`config.mk`:
```
export PLATFORM = sky130hd
export DESIGN_NAME = speech_segment_tracker
export DESIGN_NICKNAME = d
export VERILOG_FILES = /design/src/rtl/sst_pkg.sv /design/src/rtl/sst_front.sv /design/src/rtl/sst_fifo.sv /design/src/rtl/sst_back.sv /design/src/rtl/speech_segment_tracker.sv
export SDC_FILE = /design/constraint.sdc
export NUM_CORES = 1
export LEC_CHECK = 0
export BUFFER_PORTS_ARGS = -buffer_cell sky130_fd_sc_hd__buf_4
export CAP_MARGIN = 20
export CORE_ASPECT_RATIO = 0.9
export CORE_UTILIZATION = 35
export DETAILED_ROUTE_END_ITERATION = 7
export HOLD_SLACK_MARGIN = 0.1
export MAX_ROUTING_LAYER = met4
export PLACE_DENSITY = 0.57
export SYNTH_ARGS = -nofsm -noshare
export SYNTH_HDL_FRONTEND = slang
export SYNTH_SLANG_ARGS = --single-unit
```
`constraint.sdc`:
```
create_clock -name clk_i -period 19.6 [get_ports clk_i]
set_input_delay 5.88 -clock clk_i [delete_from_list [all_inputs] [get_ports clk_i]]
set_output_delay 5.88 -clock clk_i [all_outputs]
set_load 0.01 [all_outputs]
```
`src/rtl/sst_pkg.sv`:
```
package sst_pkg;

  localparam int unsigned LowMargin = 9830;

  localparam int unsigned QDepth = 4;
  localparam int unsigned QPtrW  = $clog2(QDepth);
  localparam int unsigned QCntW  = $clog2(QDepth + 1);

  localparam int unsigned CfgIdxW = 3;
  localparam logic [CfgIdxW-1:0] CfgProbThreshold   = 3'd0;
  localparam logic [CfgIdxW-1:0] CfgWindowSamples   = 3'd1;
  localparam logic [CfgIdxW-1:0] CfgMinSilenceLen   = 3'd2;
  localparam logic [CfgIdxW-1:0] CfgMinSpeechLen    = 3'd3;
  localparam logic [CfgIdxW-1:0] CfgMaxSpeechLen    = 3'd4;
  localparam logic [CfgIdxW-1:0] CfgSplitSilenceLen = 3'd5;

  // window class decided by the front end
  typedef enum logic [1:0] {
    ClsMid  = 2'd0,
    ClsHigh = 2'd1,
    ClsLow  = 2'd2
  } cls_e;

  typedef struct packed {
    logic [15:0] prob_threshold;
    logic [15:0] window_samples;
    logic [23:0] min_silence_len;
    logic [23:0] min_speech_len;
    logic [31:0] max_speech_len;
    logic [23:0] split_silence_len;
  } cfg_t;

  typedef struct packed {
    logic seg_valid;
    logic [31:0] seg_start;
    logic [31:0] seg_end;
    logic speaking;
  } result_t;

endpackage

```
`src/rtl/sst_front.sv`:
```
module sst_front import sst_pkg::*; (
  input  logic [15:0] speech_prob_i,
  input  logic [15:0] prob_threshold_i,
  output cls_e        cls_o
);

  logic [15:0] low_thr;

  // lower threshold saturates at zero
  assign low_thr = (prob_threshold_i >= 16'(LowMargin)) ?
                   (prob_threshold_i - 16'(LowMargin)) : 16'd0;

  always_comb begin
    if (speech_prob_i >= prob_threshold_i) begin
      cls_o = ClsHigh;
    end else if (speech_prob_i < low_thr) begin
      cls_o = ClsLow;
    end else begin
      cls_o = ClsMid;
    end
  end

endmodule

```
`src/rtl/sst_fifo.sv`:
```
module sst_fifo import sst_pkg::*; (
  input  logic clk_i,
  input  logic rst_ni,
  input  logic wr_en_i,
  input  cls_e wr_cls_i,
  input  logic rd_en_i,
  output cls_e rd_cls_o,
  output logic empty_o,
  output logic full_o
);

  cls_e             mem_q [QDepth];
  logic [QPtrW-1:0] wr_ptr_q, wr_ptr_d;
  logic [QPtrW-1:0] rd_ptr_q, rd_ptr_d;
  logic [QCntW-1:0] cnt_q, cnt_d;

  assign empty_o  = (cnt_q == '0);
  assign full_o   = (cnt_q == QCntW'(QDepth));
  assign rd_cls_o = mem_q[rd_ptr_q];

  always_comb begin
    wr_ptr_d = wr_en_i ? wr_ptr_q + 1'b1 : wr_ptr_q;
    rd_ptr_d = rd_en_i ? rd_ptr_q + 1'b1 : rd_ptr_q;
    cnt_d    = cnt_q;
    if (wr_en_i && !rd_en_i) begin
      cnt_d = cnt_q + 1'b1;
    end else if (!wr_en_i && rd_en_i) begin
      cnt_d = cnt_q - 1'b1;
    end
  end

  always_ff @(posedge clk_i or negedge rst_ni) begin
    if (!rst_ni) begin
      wr_ptr_q <= '0;
      rd_ptr_q <= '0;
      cnt_q    <= '0;
    end else begin
      wr_ptr_q <= wr_ptr_d;
      rd_ptr_q <= rd_ptr_d;
      cnt_q    <= cnt_d;
    end
  end

  always_ff @(posedge clk_i) begin
    if (wr_en_i) begin
      mem_q[wr_ptr_q] <= wr_cls_i;
    end
  end

endmodule

```
`src/rtl/sst_back.sv`:
```
module sst_back import sst_pkg::*; (
  input  logic    clk_i,
  input  logic    rst_ni,
  input  cfg_t    cfg_i,
  input  logic    q_empty_i,
  input  cls_e    q_cls_i,
  output logic    q_pop_o,
  output logic    out_valid_o,
  input  logic    out_stall_i,
  output result_t res_o
);

  logic [31:0] sample_pos_q, sample_pos_d;
  logic        in_speech_q, in_speech_d;
  logic [31:0] silence_from_q, silence_from_d;
  logic [31:0] last_good_end_q, last_good_end_d;
  logic [31:0] resume_start_q, resume_start_d;
  logic [31:0] cur_start_q, cur_start_d;
  logic        out_valid_q;
  result_t     res_q, res_d;

  logic [31:0] pos_n;
  logic [31:0] sil_n;
  logic [31:0] quiet;
  logic        over_max;

  assign q_pop_o     = !q_empty_i && (!out_valid_q || !out_stall_i);
  assign out_valid_o = out_valid_q;
  assign res_o       = res_q;

  assign pos_n    = sample_pos_q + 32'(cfg_i.window_samples);
  assign over_max = (pos_n - cur_start_q) > cfg_i.max_speech_len;
  assign sil_n    = (silence_from_q == '0) ? pos_n : silence_from_q;
  assign quiet    = pos_n - sil_n;

  always_comb begin
    sample_pos_d    = pos_n;
    in_speech_d     = in_speech_q;
    silence_from_d  = silence_from_q;
    last_good_end_d = last_good_end_q;
    resume_start_d  = resume_start_q;
    cur_start_d     = cur_start_q;
    res_d           = '0;

    case (q_cls_i)
      ClsHigh: begin
        if (silence_from_q != '0) begin
          silence_from_d = '0;
          if (resume_start_q < last_good_end_q) begin
            resume_start_d = sample_pos_q;
          end
        end
        if (!in_speech_q) begin
          in_speech_d = 1'b1;
          cur_start_d = sample_pos_q;
        end
      end
      default: begin
        if (in_speech_q && over_max) begin
          // forced cut, at the last long pause when there is one
          res_d.seg_valid = 1'b1;
          res_d.seg_start = cur_start_q;
          silence_from_d  = '0;
          last_good_end_d = '0;
          resume_start_d  = '0;
          cur_start_d     = '0;
          if (last_good_end_q != '0) begin
            res_d.seg_end = last_good_end_q;
            if (!(resume_start_q < last_good_end_q)) begin
              cur_start_d = resume_start_q;
            end else begin
              in_speech_d = 1'b0;
            end
          end else begin
            res_d.seg_end = pos_n;
            in_speech_d   = 1'b0;
          end
        end else if (q_cls_i == ClsLow && in_speech_q) begin
          silence_from_d = sil_n;
          if (quiet > 32'(cfg_i.split_silence_len)) begin
            last_good_end_d = sil_n;
          end
          if (quiet >= 32'(cfg_i.min_silence_len) &&
              (sil_n - cur_start_q) > 32'(cfg_i.min_speech_len)) begin
            res_d.seg_valid = 1'b1;
            res_d.seg_start = cur_start_q;
            res_d.seg_end   = sil_n;
            silence_from_d  = '0;
            last_good_end_d = '0;
            resume_start_d  = '0;
            cur_start_d     = '0;
            in_speech_d     = 1'b0;
          end
        end
      end
    endcase
    res_d.speaking = in_speech_d;
  end

  always_ff @(posedge clk_i or negedge rst_ni) begin
    if (!rst_ni) begin
      sample_pos_q    <= '0;
      in_speech_q     <= 1'b0;
      silence_from_q  <= '0;
      last_good_end_q <= '0;
      resume_start_q  <= '0;
      cur_start_q     <= '0;
      out_valid_q     <= 1'b0;
    end else begin
      if (q_pop_o) begin
        sample_pos_q    <= sample_pos_d;
        in_speech_q     <= in_speech_d;
        silence_from_q  <= silence_from_d;
        last_good_end_q <= last_good_end_d;
        resume_start_q  <= resume_start_d;
        cur_start_q     <= cur_start_d;
        out_valid_q     <= 1'b1;
      end else if (!out_stall_i) begin
        out_valid_q <= 1'b0;
      end
    end
  end

  always_ff @(posedge clk_i) begin
    if (q_pop_o) begin
      res_q <= res_d;
    end
  end

endmodule

```
`src/rtl/speech_segment_tracker.sv`:
```
// Speech segment tracker: one speech probability per window in, one result
// per window out, at a sustained rate of one window per clock when neither
// side stalls. A window is classified against the upper and lower
// thresholds as it is accepted and held in a four-entry queue; the segment
// state machine takes one window from the queue each cycle, unless the queue
// is empty or a result waits stalled, into a registered output. The output
// register and the queue let each side stall on its own.
// Configuration writes are always ready and take effect at once; they belong
// between streams.
module speech_segment_tracker import sst_pkg::*; (
  input  logic               clk_i,
  input  logic               rst_ni,
  input  logic               in_valid_i,
  output logic               in_stall_o,
  input  logic [15:0]        speech_prob_i,
  output logic               out_valid_o,
  input  logic               out_stall_i,
  output logic               seg_valid_o,
  output logic [31:0]        seg_start_o,
  output logic [31:0]        seg_end_o,
  output logic               speaking_o,
  input  logic               cfg_valid_i,
  output logic               cfg_ready_o,
  input  logic [CfgIdxW-1:0] cfg_index_i,
  input  logic [31:0]        cfg_data_i
);

  cfg_t    cfg_q;
  cls_e    in_cls;
  cls_e    q_cls;
  logic    q_empty;
  logic    q_full;
  logic    q_pop;
  logic    in_xfer;
  result_t res;

  assign cfg_ready_o = 1'b1;
  assign in_stall_o  = q_full;
  assign in_xfer     = in_valid_i && !q_full;

  always_ff @(posedge clk_i or negedge rst_ni) begin
    if (!rst_ni) begin
      cfg_q.prob_threshold    <= 16'd32768;
      cfg_q.window_samples    <= 16'd512;
      cfg_q.min_silence_len   <= 24'd1600;
      cfg_q.min_speech_len    <= 24'd4000;
      cfg_q.max_speech_len    <= 32'hFFFF_FFFF;
      cfg_q.split_silence_len <= 24'd1568;
    end else if (cfg_valid_i) begin
      unique case (cfg_index_i)
        CfgProbThreshold:   cfg_q.prob_threshold    <= cfg_data_i[15:0];
        CfgWindowSamples:   cfg_q.window_samples    <= cfg_data_i[15:0];
        CfgMinSilenceLen:   cfg_q.min_silence_len   <= cfg_data_i[23:0];
        CfgMinSpeechLen:    cfg_q.min_speech_len    <= cfg_data_i[23:0];
        CfgMaxSpeechLen:    cfg_q.max_speech_len    <= cfg_data_i;
        CfgSplitSilenceLen: cfg_q.split_silence_len <= cfg_data_i[23:0];
        default: ;
      endcase
    end
  end

  sst_front u_front (
    .speech_prob_i    (speech_prob_i),
    .prob_threshold_i (cfg_q.prob_threshold),
    .cls_o            (in_cls)
  );

  sst_fifo u_fifo (
    .clk_i    (clk_i),
    .rst_ni   (rst_ni),
    .wr_en_i  (in_xfer),
    .wr_cls_i (in_cls),
    .rd_en_i  (q_pop),
    .rd_cls_o (q_cls),
    .empty_o  (q_empty),
    .full_o   (q_full)
  );

  sst_back u_back (
    .clk_i       (clk_i),
    .rst_ni      (rst_ni),
    .cfg_i       (cfg_q),
    .q_empty_i   (q_empty),
    .q_cls_i     (q_cls),
    .q_pop_o     (q_pop),
    .out_valid_o (out_valid_o),
    .out_stall_i (out_stall_i),
    .res_o       (res)
  );

  assign seg_valid_o = res.seg_valid;
  assign seg_start_o = res.seg_start;
  assign seg_end_o   = res.seg_end;
  assign speaking_o  = res.speaking;

endmodule

```
==> load_flow_metrics.sql <==
INSERT INTO impl_metrics (metric_group, metric, value, unit) VALUES
('die', 'core', '0.0721', 'mm2'),
('placement', 'post-dp-hpwl', '64700', 'um'),
('worst_setup_path', 'critical_path.slowest_cell', 'o41ai_1', ''),
('run_status', 'violated_checks', 'design-rule violations', ''),
('cts', 'cts_setup_buffers', '0', ''),
('synthesis', 'synthArstFlopShare', '80.5', '%'),
('timing', 'final_max_slew_viol_count', '0', ''),
('global_routing', 'initial_antenna_violation_count', '4', ''),
('synthesis', 'ys.warnings.count', '0', ''),
('worst_hold_path', 'hold_class', 'reg2reg', ''),
('synthesis', 'sequential_element_share_of_the_synthesized_area', '38.6', '%'),
('cells_and_area', 'most_used_cells_in_the_layout_excluding_fill_and_tap_cells', 'ha_1, nand2_1, dfrtp_1', ''),
('cts', 'tritoncts.num_buffers', '44', ''),
('placement', 'portBuffers', '123', ''),
('cts', 'clock_path_buffers', '3', ''),
('synthesis', 'synthesis.nets', '3074', ''),
('cells_and_area', 'layout_overhead_on_the_synthesized_area', '13.5', '%'),
('global_routing', 'grt_pass1_wl', '126000', 'um'),
('worst_setup_path', 'worst-endpoint-arrival', '10.11', 'ns'),
('worst_setup_path', 'timing.critical_path.fanout_max', '34', ''),
('timing', 'hold_viol_final', '0', ''),
('synthesis', 'netlist_area', '0.0257', 'mm2'),
('synthesis', 'dominantRegCellSynth', 'dfrtp_1', ''),
('placement', 'post_dp_cell_area', '0.0277', 'mm2'),
('global_routing', 'globalRouteOverflowTotal', '0', ''),
('timing', 'min_period', '9.63', 'ns'),
('cells_and_area', 'multi_input_area', '0.0145', 'mm2'),
('worst_setup_path', 'worst_path_largest_cell_delay', '0.75', 'ns'),
('global_routing', 'grt_util_overall', '22.9', '%'),
('worst_setup_path', 'cp-end-kind', 'register', ''),
('cts', 'cts.sinks', '379', ''),
('cells_and_area', 'antenna_cells_inserted', '0', ''),
('cts', 'clk_pin_slew_worst_paths', '0.06', 'ns'),
('die', 'num_rows', '93', ''),
('worst_setup_path', 'most_frequent_cp_cell', 'ha_1', ''),
('synthesis', 'netlist.area_leader.share', '25.2', '%'),
('routing', 'totalWireLength', '83100', 'um'),
('synthesis', 'synth_seq_cells', '379', ''),
('cts', 'clock_root_buffer', 'clkbuf_16', ''),
('worst_setup_path', 'r2r_slack', '9.97', 'ns'),
('timing', 'setup_total_negative_slack', '0', 'ns'),
('routing', 'dr.first_iter.drc_count', '1809', ''),
('placement', 'globalplace.congestion', '0.944', ''),
('timing', 'finalCritPeriodShare', '49.1', '%'),
('cells_and_area', 'layout.nets', '3173', ''),
('timing', 'unrepaired_setup_endpoints_after_global_routing', 'no', ''),
('timing', 'worst_clock_skew', '0.0328', 'ns'),
('die', 'fp.dieArea', '0.0745', 'mm2'),
('timing', 'final-setup-viol-count', '0', ''),
('timing', 'slew_headroom', '29.3', '%'),
('run_status', 'run_status', 'complete, but fails checks', ''),
('cells_and_area', 'sequential_cell_area', '0.00991', 'mm2'),
('routing', 'detailedRoute.firstPassIterationCount', '8', ''),
('cts', 'post_cts.resized_instances', '0', ''),
('synthesis', 'synth_area_leader_cell', 'dfrtp_1', ''),
('cts', 'htree_num_levels', '2', ''),
('routing', 'route.vias.total', '20800', ''),
('routing', 'detailed_route_drc_error_count', '10', ''),
('global_routing', 'grt_start_max_net_pins', '117', ''),
('synthesis', 'synth_cell_type_count', '92', ''),
('die', 'start_util', '35.6', '%'),
('worst_setup_path', 'critical_path.startpoint_type', 'register', ''),
('synthesis', 'postSynthCellCount', '2730', ''),
('cells_and_area', 'num-fill-cells', '7094', ''),
('cts', 'hold_buffers', '0', ''),
('routing', 'route.detailed.wl_per_inst', '21.8', 'um'),
('synthesis', 'netlist_top_cells_area', 'dfrtp_1, ha_1, edfxtp_1, dfstp_2, nand2_1', ''),
('timing', 'timing.fmax', '0.104', 'GHz'),
('die', 'fp.dieH', '259', 'um'),
('die', 'boundaryPins', '125', ''),
('routing', 'ant_nets', '0', '');
metrics by stage:
stage / hold WS [ns] / util (%) / worst slack [ns] / instances
after floorplan: 0.456 / - / 10.71 / 2730
final: 0.503 / 40.4 / 9.97 / 3814
after detailed placement: 0.491 / 38.3 / 10.14 / 3732
after CTS: 0.503 / 40.4 / 10.09 / 3813
after global placement: 0.475 / 38.3 / 10.26 / 3732
after global routing: 0.527 / 40.4 / 9.56 / 3814
per-layer routing:
layer	vias up	global-route usage (%)	part of all wire, %	wire length, um
met1	10200	34.8	51	42700
met2	616	31.8	41	33800
li1	9881	-	-	-
met4	0	5.42	2.2	1800
met5	-	-	0	0
met3	99	2.73	5.8	4820
final timing paths:
check / start / to / cells after the start
hold / removal: cfg_q[2]$_DFFE_PN0P_ / cfg_q[2]$_DFFE_PN0P_ / 1
hold reg to reg: cfg_q[2]$_DFFE_PN0P_ / cfg_q[2]$_DFFE_PN0P_ / 1
setup / recovery: u_back.sample_pos_q[10]$_DFFE_PN0P_ / u_back.last_good_end_q[0]$_DFFE_PN0P_ / 28
max in group asynchronous: rst_ni / u_fifo.wr_ptr_q[0]$_DFFE_PN0P_ / 3
min in group asynchronous: rst_ni / cfg_q[79]$_DFFE_PN0P_ / 1
setup reg to reg: u_back.sample_pos_q[10]$_DFFE_PN0P_ / u_back.last_good_end_q[0]$_DFFE_PN0P_ / 28
cells in the mapped netlist, types with 43 or more instances:
cell type and number:
dfrtp_1 259, dfstp_2 46, xnor2_1 82, a21oi_1 171
ha_1 283, edfxtp_1 74, clkbuf_1 77, nand2_1 276
nor2_1 169, mux2i_1 96, o21ai_0 149, a21o_1 113
inv_1 249, xor2_1 43, mux2_2 70
state kept, by name, summed over array words and instances, names as in the netlist, 2 cells and up:
register / cells
cfg_q: 136
u_back.cur_start_q: 32
u_back.last_good_end_q: 32
u_back.res_o: 66
u_back.resume_start_q: 32
u_back.sample_pos_q: 32
u_back.silence_from_q: 32
u_fifo.cnt_q: 3
u_fifo.mem_q: 8
u_fifo.rd_ptr_q: 2
u_fifo.wr_ptr_q: 2
worst max-delay path, delay by kind of cell (launching register included):
| kind | cells | cell delay (ns) |
|---|---|---|
| adder cells (fa/ha/maj) | 3 | 1.13 |
| AO/OA/AOI/OAI | 15 | 4.95 |
| buffers and inverters | 2 | 0.68 |
| multiplexers | 1 | 0.37 |
| flip-flops | 1 | 0.42 |
| AND/OR/NAND/NOR | 5 | 1.47 |
| XOR/XNOR | 2 | 0.45 |
kinds of logic (layout without fill, tap and decap cells):
family                     Yosys count  count (layout)  synth area share (%)
AOI/OAI and AO/OA                  707             707                  17.7
xor gates and xnor gates           125             125                  4.26
adders and majority gates          288             288                  14.2
buffers and inverters              351             485                  5.44
DFF                                379             379                  38.6
muxes                              169             169                  7.02
other                                1               1                0.0146
and+or+nand+nor                    710             710                  12.9
final cells by class:
cell class | instances | area share (%)
clock buffers | 59 | 4.10
repair buffers | 154 | 4.06
clock inverters | 22 | 0.982
inverters | 250 | 3.23
multi-input cells | 2000 | 49.6
well taps | 950 | 4.07
flip-flops and latches | 379 | 34.0
Power is not shown: default switching activity piles up to over one toggle a cycle in this logic, so the estimate is an artifact.
